## src/rtl/stt_pkg.sv

```systemverilog
// Shared types, character codes and classifier functions for the tokenizer.
// No dependencies; every other tokenizer file but the assertion header imports it.
`timescale 1ns / 1ps

package stt_pkg;

  localparam int CHAR_W      = 8;
  localparam int TEXT_W      = 64;
  localparam int TEXT_BYTES  = 16;
  localparam int LEN_W       = 5;
  localparam int POS_OUT_W   = 16;
  // Event queue depth; must be a power of two.
  localparam int QUEUE_DEPTH = 4;
  localparam int QPTR_W      = $clog2(QUEUE_DEPTH);

  typedef enum logic [3:0] {
    TT_EOF    = 4'd0,
    TT_NUMBER = 4'd1,
    TT_PLUS   = 4'd2,
    TT_MINUS  = 4'd3,
    TT_MUL    = 4'd4,
    TT_DIV    = 4'd5,
    TT_LPAREN = 4'd6,
    TT_RPAREN = 4'd7,
    TT_ASSIGN = 4'd8,
    TT_SEMI   = 4'd9,
    TT_LBRACE = 4'd10,
    TT_RBRACE = 4'd11,
    TT_IDENT  = 4'd12,
    TT_ERROR  = 4'd13
  } token_type_t;

  typedef enum logic [2:0] {
    SM_IDLE,
    SM_NUMBER,
    SM_IDENT,
    SM_HASH,
    SM_LINE,
    SM_BLOCK,
    SM_BLOCK_HASH,
    SM_DRAIN
  } scan_mode_t;

  localparam logic [CHAR_W-1:0] CH_END        = 8'h00;
  localparam logic [CHAR_W-1:0] CH_TAB        = 8'h09;
  localparam logic [CHAR_W-1:0] CH_NEWLINE    = 8'h0a;
  localparam logic [CHAR_W-1:0] CH_CR         = 8'h0d;
  localparam logic [CHAR_W-1:0] CH_SPACE      = 8'h20;
  localparam logic [CHAR_W-1:0] CH_HASH       = "#";
  localparam logic [CHAR_W-1:0] CH_PLUS       = "+";
  localparam logic [CHAR_W-1:0] CH_MINUS      = "-";
  localparam logic [CHAR_W-1:0] CH_STAR       = "*";
  localparam logic [CHAR_W-1:0] CH_SLASH      = "/";
  localparam logic [CHAR_W-1:0] CH_LPAREN     = "(";
  localparam logic [CHAR_W-1:0] CH_RPAREN     = ")";
  localparam logic [CHAR_W-1:0] CH_EQUAL      = "=";
  localparam logic [CHAR_W-1:0] CH_SEMI       = ";";
  localparam logic [CHAR_W-1:0] CH_LBRACE     = "{";
  localparam logic [CHAR_W-1:0] CH_RBRACE     = "}";
  localparam logic [CHAR_W-1:0] CH_DOT        = ".";
  localparam logic [CHAR_W-1:0] CH_UNDERSCORE = "_";
  localparam logic [CHAR_W-1:0] CH_ZERO       = "0";
  localparam logic [CHAR_W-1:0] CH_NINE       = "9";
  localparam logic [CHAR_W-1:0] CH_LOWER_A    = "a";
  localparam logic [CHAR_W-1:0] CH_LOWER_Z    = "z";
  localparam logic [CHAR_W-1:0] CH_UPPER_A    = "A";
  localparam logic [CHAR_W-1:0] CH_UPPER_Z    = "Z";

  // Results caused by one source byte: an optional closed token, then an
  // optional token (or eof) from the byte itself. Line is shared: the two
  // can only differ on a newline, which emits nothing of its own.
  typedef struct packed {
    logic                   has_flush;
    token_type_t            flush_type;
    logic [TEXT_W-1:0]      text_low;
    logic [TEXT_W-1:0]      text_high;
    logic [LEN_W-1:0]       flush_length;
    logic                   flush_trunc;
    logic [POS_OUT_W-1:0]   flush_column;
    logic                   has_own;
    token_type_t            own_type;
    logic [CHAR_W-1:0]      own_char;
    logic [POS_OUT_W-1:0]   own_column;
    logic [POS_OUT_W-1:0]   line;
  } tok_event_t;

  function automatic logic is_digit(input logic [CHAR_W-1:0] c);
    return (c >= CH_ZERO) && (c <= CH_NINE);
  endfunction

  function automatic logic is_alpha(input logic [CHAR_W-1:0] c);
    return ((c >= CH_LOWER_A) && (c <= CH_LOWER_Z)) ||
           ((c >= CH_UPPER_A) && (c <= CH_UPPER_Z));
  endfunction

  function automatic logic is_space(input logic [CHAR_W-1:0] c);
    return (c == CH_SPACE) || ((c >= CH_TAB) && (c <= CH_CR));
  endfunction

  function automatic logic ident_start(input logic [CHAR_W-1:0] c);
    return is_alpha(c) || (c == CH_UNDERSCORE);
  endfunction

  function automatic logic ident_cont(input logic [CHAR_W-1:0] c);
    return is_alpha(c) || is_digit(c) || (c == CH_UNDERSCORE) || (c == CH_DOT);
  endfunction

  // TT_EOF means "not a one-character token".
  function automatic token_type_t single_type(input logic [CHAR_W-1:0] c);
    token_type_t t;
    unique case (c)
      CH_PLUS:   t = TT_PLUS;
      CH_MINUS:  t = TT_MINUS;
      CH_STAR:   t = TT_MUL;
      CH_SLASH:  t = TT_DIV;
      CH_LPAREN: t = TT_LPAREN;
      CH_RPAREN: t = TT_RPAREN;
      CH_EQUAL:  t = TT_ASSIGN;
      CH_SEMI:   t = TT_SEMI;
      CH_LBRACE: t = TT_LBRACE;
      CH_RBRACE: t = TT_RBRACE;
      default:   t = TT_EOF;
    endcase
    return t;
  endfunction

  function automatic logic [POS_OUT_W-1:0] fit_pos(input logic [31:0] v);
    return v[POS_OUT_W-1:0];
  endfunction

endpackage

```

## src/rtl/stt_byte_if.sv

```systemverilog
// Source byte channel: valid/ready handshake carrying one byte per transfer.
// Depends on stt_pkg.
`timescale 1ns / 1ps

interface stt_byte_if;
  import stt_pkg::*;

  logic              valid;
  logic              ready;
  logic [CHAR_W-1:0] ch;

  modport source (output valid, output ch, input ready);
  modport sink   (input valid, input ch, output ready);
endinterface

```

## src/rtl/stt_token_if.sv

```systemverilog
// Token channel: valid/ready handshake carrying one token per transfer.
// Depends on stt_pkg.
`timescale 1ns / 1ps

interface stt_token_if;
  import stt_pkg::*;

  logic                 valid;
  logic                 ready;
  token_type_t          token_type;
  logic [TEXT_W-1:0]    text_low;
  logic [TEXT_W-1:0]    text_high;
  logic [LEN_W-1:0]     text_length;
  logic                 truncated;
  logic [POS_OUT_W-1:0] line_number;
  logic [POS_OUT_W-1:0] column_number;
  logic                 last;

  modport source (output valid, output token_type, output text_low, output text_high,
                  output text_length, output truncated, output line_number,
                  output column_number, output last, input ready);
  modport sink   (input valid, input token_type, input text_low, input text_high,
                  input text_length, input truncated, input line_number,
                  input column_number, input last, output ready);
endinterface

```

## src/rtl/stt_front.sv

```systemverilog
// Tokenizer front: takes source bytes, runs the scan state machine, tracks
// line/column and the token text, and builds one result event per byte.
// Depends on stt_pkg and stt_byte_if.
`timescale 1ns / 1ps

module stt_front #(
  parameter int MAX_TOKEN_CHARS = 16,
  parameter int POSITION_WIDTH  = 16
) (
  input  logic                clk,
  input  logic                rst,
  stt_byte_if.sink            src,
  output logic                push,
  output stt_pkg::tok_event_t evt,
  input  logic                full
);
  import stt_pkg::*;

  localparam int IDX_W = (MAX_TOKEN_CHARS > 1) ? $clog2(MAX_TOKEN_CHARS) : 1;
  localparam logic [POSITION_WIDTH-1:0] POS_MAX = {POSITION_WIDTH{1'b1}};
  localparam logic [POSITION_WIDTH-1:0] POS_ONE = POSITION_WIDTH'(1);
  localparam logic [LEN_W-1:0]          LEN_MAX = LEN_W'(MAX_TOKEN_CHARS);

  scan_mode_t mode, mode_next, eff_mode;

  logic [CHAR_W-1:0]         chars [MAX_TOKEN_CHARS];
  logic [LEN_W-1:0]          token_len;
  logic                      token_overflow;
  logic [POSITION_WIDTH-1:0] current_line;
  logic [POSITION_WIDTH-1:0] current_column;
  logic [POSITION_WIDTH-1:0] token_start_column;

  logic [POSITION_WIDTH-1:0] line_adv, col_adv;
  logic [TEXT_BYTES*CHAR_W-1:0] packed_text;
  logic [CHAR_W-1:0] c;
  logic take, is_end, is_nl, flush, begin_tok, append, room;
  token_type_t single;

  assign src.ready = !full;
  assign take      = src.valid && src.ready;
  assign c         = src.ch;
  assign is_end    = (c == CH_END);
  assign is_nl     = (c == CH_NEWLINE);
  assign single    = single_type(c);
  assign room      = (token_len < LEN_MAX);

  // A number or identifier closes on the first byte that cannot extend it.
  assign flush    = ((mode == SM_NUMBER) && !is_digit(c)) ||
                    ((mode == SM_IDENT) && !ident_cont(c));
  assign eff_mode = flush ? SM_IDLE : mode;

  always_comb begin
    if (is_nl) begin
      line_adv = (current_line == POS_MAX) ? current_line : current_line + POS_ONE;
      col_adv  = '0;
    end else begin
      line_adv = current_line;
      col_adv  = (current_column == POS_MAX) ? current_column : current_column + POS_ONE;
    end
  end

  always_comb begin
    packed_text = '0;
    for (int i = 0; i < MAX_TOKEN_CHARS; i++) begin
      packed_text[CHAR_W*i +: CHAR_W] = chars[i];
    end
  end

  // Next scan mode.
  always_comb begin
    mode_next = eff_mode;
    if (is_end) begin
      mode_next = SM_IDLE;
    end else begin
      unique case (eff_mode)
        SM_NUMBER, SM_IDENT, SM_DRAIN: mode_next = eff_mode;
        SM_HASH: begin
          if (c == CH_HASH) mode_next = SM_BLOCK;
          else if (is_nl)   mode_next = SM_IDLE;
          else              mode_next = SM_LINE;
        end
        SM_LINE:       mode_next = is_nl ? SM_IDLE : SM_LINE;
        SM_BLOCK:      mode_next = (c == CH_HASH) ? SM_BLOCK_HASH : SM_BLOCK;
        SM_BLOCK_HASH: mode_next = (c == CH_HASH) ? SM_IDLE : SM_BLOCK;
        SM_IDLE: begin
          priority if (c == CH_HASH)    mode_next = SM_HASH;
          else if (single != TT_EOF)    mode_next = SM_IDLE;
          else if (is_digit(c))         mode_next = SM_NUMBER;
          else if (ident_start(c))      mode_next = SM_IDENT;
          else if (!is_space(c))        mode_next = SM_DRAIN;
          else                          mode_next = SM_IDLE;
        end
        default: mode_next = SM_IDLE;
      endcase
    end
  end

  // Result event and token buffer controls.
  always_comb begin
    evt              = '0;
    begin_tok        = 1'b0;
    append           = 1'b0;
    evt.has_flush    = flush;
    evt.flush_type   = (mode == SM_NUMBER) ? TT_NUMBER : TT_IDENT;
    evt.text_low     = packed_text[TEXT_W-1:0];
    evt.text_high    = packed_text[2*TEXT_W-1:TEXT_W];
    evt.flush_length = token_len;
    evt.flush_trunc  = token_overflow;
    evt.flush_column = fit_pos(32'(token_start_column));
    evt.line         = fit_pos(32'(current_line));
    evt.own_type     = TT_EOF;
    evt.own_char     = c;
    evt.own_column   = fit_pos(32'(col_adv));
    if (is_end) begin
      evt.has_own    = 1'b1;
      evt.own_char   = '0;
      evt.own_column = fit_pos(32'(current_column));
    end else if (eff_mode == SM_IDLE) begin
      priority if (c == CH_HASH) begin
        evt.has_own = 1'b0;
      end else if (single != TT_EOF) begin
        evt.has_own  = 1'b1;
        evt.own_type = single;
      end else if (is_digit(c) || ident_start(c)) begin
        begin_tok = 1'b1;
      end else if (!is_space(c)) begin
        evt.has_own  = 1'b1;
        evt.own_type = TT_ERROR;
      end else begin
        evt.has_own = 1'b0;
      end
    end else if ((eff_mode == SM_NUMBER) || (eff_mode == SM_IDENT)) begin
      append = 1'b1;
    end
  end

  assign push = take && (evt.has_flush || evt.has_own);

  always_ff @(posedge clk) begin
    if (rst) begin
      mode <= SM_IDLE;
    end else if (take) begin
      mode <= mode_next;
    end
  end

  always_ff @(posedge clk) begin
    if (rst) begin
      token_len          <= '0;
      token_overflow     <= 1'b0;
      current_line       <= POS_ONE;
      current_column     <= '0;
      token_start_column <= '0;
    end else if (take) begin
      if (is_end) begin
        token_len          <= '0;
        token_overflow     <= 1'b0;
        current_line       <= POS_ONE;
        current_column     <= '0;
        token_start_column <= '0;
      end else begin
        current_line   <= line_adv;
        current_column <= col_adv;
        if (begin_tok) begin
          token_len          <= LEN_W'(1);
          token_overflow     <= 1'b0;
          token_start_column <= col_adv;
        end else if (append) begin
          if (room) token_len <= token_len + LEN_W'(1);
          else      token_overflow <= 1'b1;
        end
      end
    end
  end

  // Clear the buffer on a new token so bytes past the length read as zero.
  always_ff @(posedge clk) begin
    if (take && begin_tok) begin
      for (int i = 0; i < MAX_TOKEN_CHARS; i++) begin
        chars[i] <= (i == 0) ? c : '0;
      end
    end else if (take && append && room) begin
      chars[token_len[IDX_W-1:0]] <= c;
    end
  end

endmodule

```

## src/rtl/stt_queue.sv

```systemverilog
// Small event queue between the tokenizer front and back.
// Depends on stt_pkg.
`timescale 1ns / 1ps

module stt_queue (
  input  logic                clk,
  input  logic                rst,
  input  logic                push,
  input  stt_pkg::tok_event_t push_data,
  output logic                full,
  input  logic                pop,
  output logic                head_valid,
  output stt_pkg::tok_event_t head_data
);
  import stt_pkg::*;

  localparam logic [QPTR_W:0] DEPTH_COUNT = QUEUE_DEPTH[QPTR_W:0];

  tok_event_t        slots [QUEUE_DEPTH];
  logic [QPTR_W-1:0] wr_ptr, rd_ptr;
  logic [QPTR_W:0]   count;

  assign full       = (count == DEPTH_COUNT);
  assign head_valid = (count != '0);
  assign head_data  = slots[rd_ptr];

  always_ff @(posedge clk) begin
    if (push) slots[wr_ptr] <= push_data;
  end

  always_ff @(posedge clk) begin
    if (rst) begin
      wr_ptr <= '0;
      rd_ptr <= '0;
      count  <= '0;
    end else begin
      if (push) wr_ptr <= wr_ptr + QPTR_W'(1);
      if (pop)  rd_ptr <= rd_ptr + QPTR_W'(1);
      unique case ({push, pop})
        2'b10:   count <= count + (QPTR_W+1)'(1);
        2'b01:   count <= count - (QPTR_W+1)'(1);
        default: count <= count;
      endcase
    end
  end

endmodule

```

## src/rtl/stt_back.sv

```systemverilog
// Tokenizer back: unpacks each queued event into one or two tokens and
// holds them in the output register until transferred.
// Depends on stt_pkg and stt_token_if.
`timescale 1ns / 1ps

module stt_back (
  input  logic                clk,
  input  logic                rst,
  input  logic                head_valid,
  input  stt_pkg::tok_event_t head_data,
  output logic                pop,
  stt_token_if.source         tok
);
  import stt_pkg::*;

  logic flush_done;
  logic load, send_flush;

  assign load       = head_valid && (!tok.valid || tok.ready);
  assign send_flush = head_data.has_flush && !flush_done;
  // Keep the event when its closed token goes out and its own token follows.
  assign pop        = load && !(send_flush && head_data.has_own);

  always_ff @(posedge clk) begin
    if (rst) begin
      tok.valid  <= 1'b0;
      flush_done <= 1'b0;
    end else begin
      if (load)           tok.valid <= 1'b1;
      else if (tok.ready) tok.valid <= 1'b0;
      if (load) flush_done <= send_flush && head_data.has_own;
    end
  end

  always_ff @(posedge clk) begin
    if (load) begin
      tok.line_number <= head_data.line;
      if (send_flush) begin
        tok.token_type    <= head_data.flush_type;
        tok.text_low      <= head_data.text_low;
        tok.text_high     <= head_data.text_high;
        tok.text_length   <= head_data.flush_length;
        tok.truncated     <= head_data.flush_trunc;
        tok.column_number <= head_data.flush_column;
        tok.last          <= !head_data.has_own;
      end else begin
        tok.token_type    <= head_data.own_type;
        tok.text_low      <= TEXT_W'(head_data.own_char);
        tok.text_high     <= '0;
        tok.text_length   <= (head_data.own_type == TT_EOF) ? '0 : LEN_W'(1);
        tok.truncated     <= 1'b0;
        tok.column_number <= head_data.own_column;
        tok.last          <= 1'b1;
      end
    end
  end

endmodule

```

## src/rtl/source_text_tokenizer.sv

```systemverilog
// Source text tokenizer top level: front scanner, event queue, token output.
// Depends on stt_pkg, stt_byte_if, stt_token_if, stt_front, stt_queue, stt_back.
//
// Takes one source byte per cycle on src (byte 0 ends the text and returns the
// scanner to its reset state) and emits tokens on tok with the line and 1-based
// column of their start and up to MAX_TOKEN_CHARS characters of text. A byte
// is accepted in the cycle it is offered unless the four-entry event queue
// is full; its tokens pass through the event queue and the output register.
// A byte that closes a number or identifier and also yields a token of its
// own produces two results, and the output register delivers one result per
// cycle, so the sustained rate is one byte per cycle as long as the output is
// taken every cycle and such two-result bytes are spaced out; otherwise it is
// set by the output side at most one token per cycle.
`timescale 1ns / 1ps

module source_text_tokenizer #(
  parameter int MAX_TOKEN_CHARS = 16,
  parameter int POSITION_WIDTH  = 16
) (
  input  logic        clk,
  input  logic        rst,
  stt_byte_if.sink    src,
  stt_token_if.source tok
);
  import stt_pkg::*;

  tok_event_t push_data, head_data;
  logic       push, full, pop, head_valid;

  stt_front #(
    .MAX_TOKEN_CHARS (MAX_TOKEN_CHARS),
    .POSITION_WIDTH  (POSITION_WIDTH)
  ) u_front (
    .clk  (clk),
    .rst  (rst),
    .src  (src),
    .push (push),
    .evt  (push_data),
    .full (full)
  );

  stt_queue u_queue (
    .clk        (clk),
    .rst        (rst),
    .push       (push),
    .push_data  (push_data),
    .full       (full),
    .pop        (pop),
    .head_valid (head_valid),
    .head_data  (head_data)
  );

  stt_back u_back (
    .clk        (clk),
    .rst        (rst),
    .head_valid (head_valid),
    .head_data  (head_data),
    .pop        (pop),
    .tok        (tok)
  );

endmodule

```

## src/flat_wrapper.sv

```systemverilog
// flat-port wrapper written by rule: the top's interface ports become plain ports
module source_text_tokenizer_flat import stt_pkg::*;
#(
  parameter int MAX_TOKEN_CHARS = 16,
  parameter int POSITION_WIDTH  = 16
)
  (clk, rst, src_valid, src_ch, src_ready, tok_valid, tok_token_type, tok_text_low, tok_text_high, tok_text_length, tok_truncated, tok_line_number, tok_column_number, tok_last, tok_ready);
  stt_byte_if src_i ();
  stt_token_if tok_i ();
  input  logic clk;
  input  logic rst;
  input wire logic [$bits(src_i.valid)-1:0] src_valid;
  input wire logic [$bits(src_i.ch)-1:0] src_ch;
  output wire logic [$bits(src_i.ready)-1:0] src_ready;
  output wire logic [$bits(tok_i.valid)-1:0] tok_valid;
  output wire logic [$bits(tok_i.token_type)-1:0] tok_token_type;
  output wire logic [$bits(tok_i.text_low)-1:0] tok_text_low;
  output wire logic [$bits(tok_i.text_high)-1:0] tok_text_high;
  output wire logic [$bits(tok_i.text_length)-1:0] tok_text_length;
  output wire logic [$bits(tok_i.truncated)-1:0] tok_truncated;
  output wire logic [$bits(tok_i.line_number)-1:0] tok_line_number;
  output wire logic [$bits(tok_i.column_number)-1:0] tok_column_number;
  output wire logic [$bits(tok_i.last)-1:0] tok_last;
  input wire logic [$bits(tok_i.ready)-1:0] tok_ready;
  assign src_i.valid = src_valid;
  assign src_i.ch = src_ch;
  assign src_ready = src_i.ready;
  assign tok_valid = tok_i.valid;
  assign tok_token_type = tok_i.token_type;
  assign tok_text_low = tok_i.text_low;
  assign tok_text_high = tok_i.text_high;
  assign tok_text_length = tok_i.text_length;
  assign tok_truncated = tok_i.truncated;
  assign tok_line_number = tok_i.line_number;
  assign tok_column_number = tok_i.column_number;
  assign tok_last = tok_i.last;
  assign tok_i.ready = tok_ready;
  source_text_tokenizer #(.MAX_TOKEN_CHARS(MAX_TOKEN_CHARS), .POSITION_WIDTH(POSITION_WIDTH)) u_core (.clk(clk), .rst(rst), .src(src_i), .tok(tok_i));
endmodule
```

## config.mk

```make
export PLATFORM = sky130hd
export DESIGN_NAME = source_text_tokenizer_flat
export DESIGN_NICKNAME = d
export VERILOG_FILES = /design/src/rtl/stt_pkg.sv /design/src/rtl/stt_byte_if.sv /design/src/rtl/stt_token_if.sv /design/src/rtl/stt_front.sv /design/src/rtl/stt_queue.sv /design/src/rtl/stt_back.sv /design/src/rtl/source_text_tokenizer.sv /design/src/flat_wrapper.sv
export SDC_FILE = /design/constraint.sdc
export NUM_CORES = 1
export LEC_CHECK = 0
export ABC_AREA = 1
export BUFFER_PORTS_ARGS = -buffer_cell sky130_fd_sc_hd__buf_4
export CORE_AREA = 2 2 309 311
export CTS_CLUSTER_SIZE = 25
export DETAILED_ROUTE_END_ITERATION = 8
export DIE_AREA = 0 0 311 313
export PLACE_DENSITY = 0.69
export SYNTH_ARGS = -nofsm -noshare
export SYNTH_HDL_FRONTEND = slang
export SYNTH_HIERARCHICAL = 1
export SYNTH_SLANG_ARGS = --single-unit
```

## constraint.sdc

```tcl
create_clock -name clk -period 7.6 [get_ports clk]
set_input_delay 1.52 -clock clk [delete_from_list [all_inputs] [get_ports clk]]
set_output_delay 1.52 -clock clk [all_outputs]
set_load 0.02 [all_outputs]
```

==> reports/results.ini <==
[timing]
slew_headroom = 0.308
setup_tns_ps = 0
min_period_ps = 5290
fmax_mhz = 189
finalSetupViolCount = 0
rsz0062_at_grt = no
fin_worst_skew_ps = 51.7
whs_ps = 424
drv_slew = 0
tightest_slew_ps = 1040
fin_crit_sh = 0.696
hold_violations = 0

[cts]
holdBufCountCts = 0
cts.repair.resized = 0
cts_buffer_depth = 3
cts.htree.levels = 3
cts_tree = yes
root_buffer = clkbuf_16
clock-sinks = 1167
cts.clk_slew.worst_paths_ps = 60
post_cts_buffers = 0
clock_latency_ps = 710
numCtsBuffers = 113

[yosys]
synth-async-reset-ratio = 0
seq_area_frac_synth = 0.766
ys.warnings.count = 6
synth_adder_area_share = 0.00351
synthesis.area_um2 = 44900
yosys_most_used_dff = edfxtp_1
synth_top_family_by_area = simple AND/OR/NAND/NOR gates
syn_area_per_cell_um2 = 13.2
synthMuxAreaShare = 0
synth_compound_area_frac = 0.0886
ys_types = 50
synth-seq-cells = 1167
synth-simple-area-share = 0.0913
synth-xor-area-share = 0.00293
synth_edf_count = 1099
syn_inst = 3394

[worst_hold_path]
hold_path_class = flop to flop

[placed_design]
gp_congestion = 0.854
port_buffers = 184
dp_hpwl_mm = 56.7
place_inst = 4701

[grt]
grt-ovfl-total = 0
grt_max_degree = 195
antenna_found_initial = 3
grt_pass1_wl_mm = 148
first_global_vias = 25500
grt_use_total = 0.196

[floorplan]
initial_core_util = 0.477
io_pins = 185
die_x_um = 311
num_rows = 113
die-area_um2 = 97300
design.core.area_um2 = 94200
die_y_um = 313

[setup_path]
crit_type = input pin to flop
crit_fanout = 100
max_stage_delay_ps = 670
cp_slowest_cell = inv_8
end_kind = flop
cp_common_cell = nand2_1
start_kind = input pin
path_cells = buf_4 > clkinv_1 > nand2_1 > nor2_1 > nand2_1 > nand2_1 > nand3_2 > nand2_1 > nor2_1 > inv_1 > o21ai_0 > o21ai_0 > inv_1 > nand2_1 > inv_8 > buf_4
required_ps = 7950
cp.arrival_ps = 5640

[cells_and_area]
drive_gt1_frac = 0.114
final_cell_mix = 1099 x edfxtp_1, 688 x nor2_1, 260 x o21ai_0
final_common_cell = edfxtp_1
final_cells = 4914
area_growth_pct = 13.3
nNetsFinal = 3575

[routing]
firstDrtPassIters = 6
routed_wl_mm = 97.2
ant_nets = 0
drtIter0Drc = 2645
vias_per_cell = 5.39
drc = 0
vias = 26500
post_drt_wl_per_cell_um = 19.8

[power_and_ir_drop]
powerDensity_nw_per_um2 = 412
ir_worst_vdd_mv = 0.369
leakage_nw = 18.4

[flow_run]
cap_violations = 0

[outcome]
status = complete, no violations

==> synth_stat cells, types with 2 or more instances <==
master	number	area (um^2)
inv_2	4	15.0
dfxtp_1	68	1360
buf_4	22	165
nor3_1	15	75.1
o311ai_0	2	17.5
o21ai_0	260	1300
o21ai_1	200	1000
edfxtp_1	1099	33000
nand3_2	5	50.1
nand2_1	249	935
nand4_1	11	68.8
inv_1	239	897
nand3_1	41	205
clkbuf_1	65	244
xor2_1	14	123
a21oi_1	53	265
buf_6	48	541
o211ai_1	2	15.0
nor2_2	5	31.3
o22ai_1	200	1250
ha_1	11	138
buf_1	2	7.51
a31oi_1	3	18.8
clkinv_1	3	11.3
or2_2	2	12.5
clkbuf_2	16	80.1
nand3_4	2	35.0
o21a_1	5	37.5
buf_2	34	170
nor2_1	688	2580
nor4_1	3	18.8
nor2_4	5	56.3
==> final cells by class <==
class	count	area (um^2)
fill	7579	43300
sequential	1167	34400
multi-input combinational	1806	8440
clock buffer	136	2950
timing repair buffer	216	1710
tap	1265	1580
inverter	247	982
clock inverter	75	837
antenna	2	5.00
==> power breakdown <==
group | switching [mW] | internal (mW) | leakage (nW)
logic | 4.35 | 1.71 | 5.75
registers | 0.474 | 8.83 | 10.8
clock network | 2.37 | 3.22 | 1.82
==> worst max-delay path, delay by kind of cell <==
family	cells	cell delay, ps
AO/OA/AOI/OAI	2	580
buffers and inverters	6	2080
AND/OR/NAND/NOR	8	1400
==> metrics by stage <==
| stage | setup slack, ps | total power [mW] | util | cell area (um^2) |
|---|---|---|---|---|
| after detailed placement | 1660 | 15.5 | 0.500 | 47100 |
| after global placement | 1810 | 15.5 | 0.500 | 47100 |
| after floorplan | 38.9 | 13.6 | - | 44900 |
| after global routing | 2000 | 22.1 | 0.540 | 50900 |
| final | 2310 | 21.0 | 0.540 | 50900 |
| after CTS | 2350 | 21.2 | 0.540 | 50900 |
==> path summary, 6_finish.rpt <==
| path | startpoint | endpoint | slack [ps] | depth (start not counted) |
|---|---|---|---|---|
| setup / recovery | src_ch[6] | u_core/u_queue/slots[0][96] | 2310 | 16 |
| hold reg to reg | u_core/u_queue/rd_ptr[1] | flop | 420 | 1 |
| setup reg to reg | u_core/u_front/mode[0] | u_core/u_queue/slots[0][96] | 3310 | 13 |
| hold / removal | u_core/u_queue/rd_ptr[1] | flop | 420 | 1 |
==> logic make-up after synthesis <==
logic type      count (synthesis)
simple gates                 1030
xor+xnor                       15
compound gates                733
fa+ha+maj                      12
buf+inv                       436
other cells                     1
flops                        1167
==> state kept, by name, indices dropped and copies added (netlist names), 4 cells and up, named ones only <==
name,flops
u_core/u_queue/slots,800
u_core/u_front/chars,128
u_core/u_back/tok.text_high,64
u_core/u_back/tok.text_low,64
u_core/u_back/tok.column_number,16
u_core/u_back/tok.line_number,16
u_core/u_front/current_column,16
u_core/u_front/current_line,16
u_core/u_front/token_start_column,16
u_core/u_back/tok.text_length,5
u_core/u_front/token_len,5
u_core/u_back/tok.token_type,4
==> metal layers <==
| metal | GRT usage | part of all wire |
|---|---|---|
| met5 | 0 | 0 |
| met4 | 0.0626 | 0.027 |
| met3 | 0.0318 | 0.066 |
| met2 | 0.327 | 0.48 |
| met1 | 0.265 | 0.42 |
Note: power is estimated with default switching activity, not from simulation.
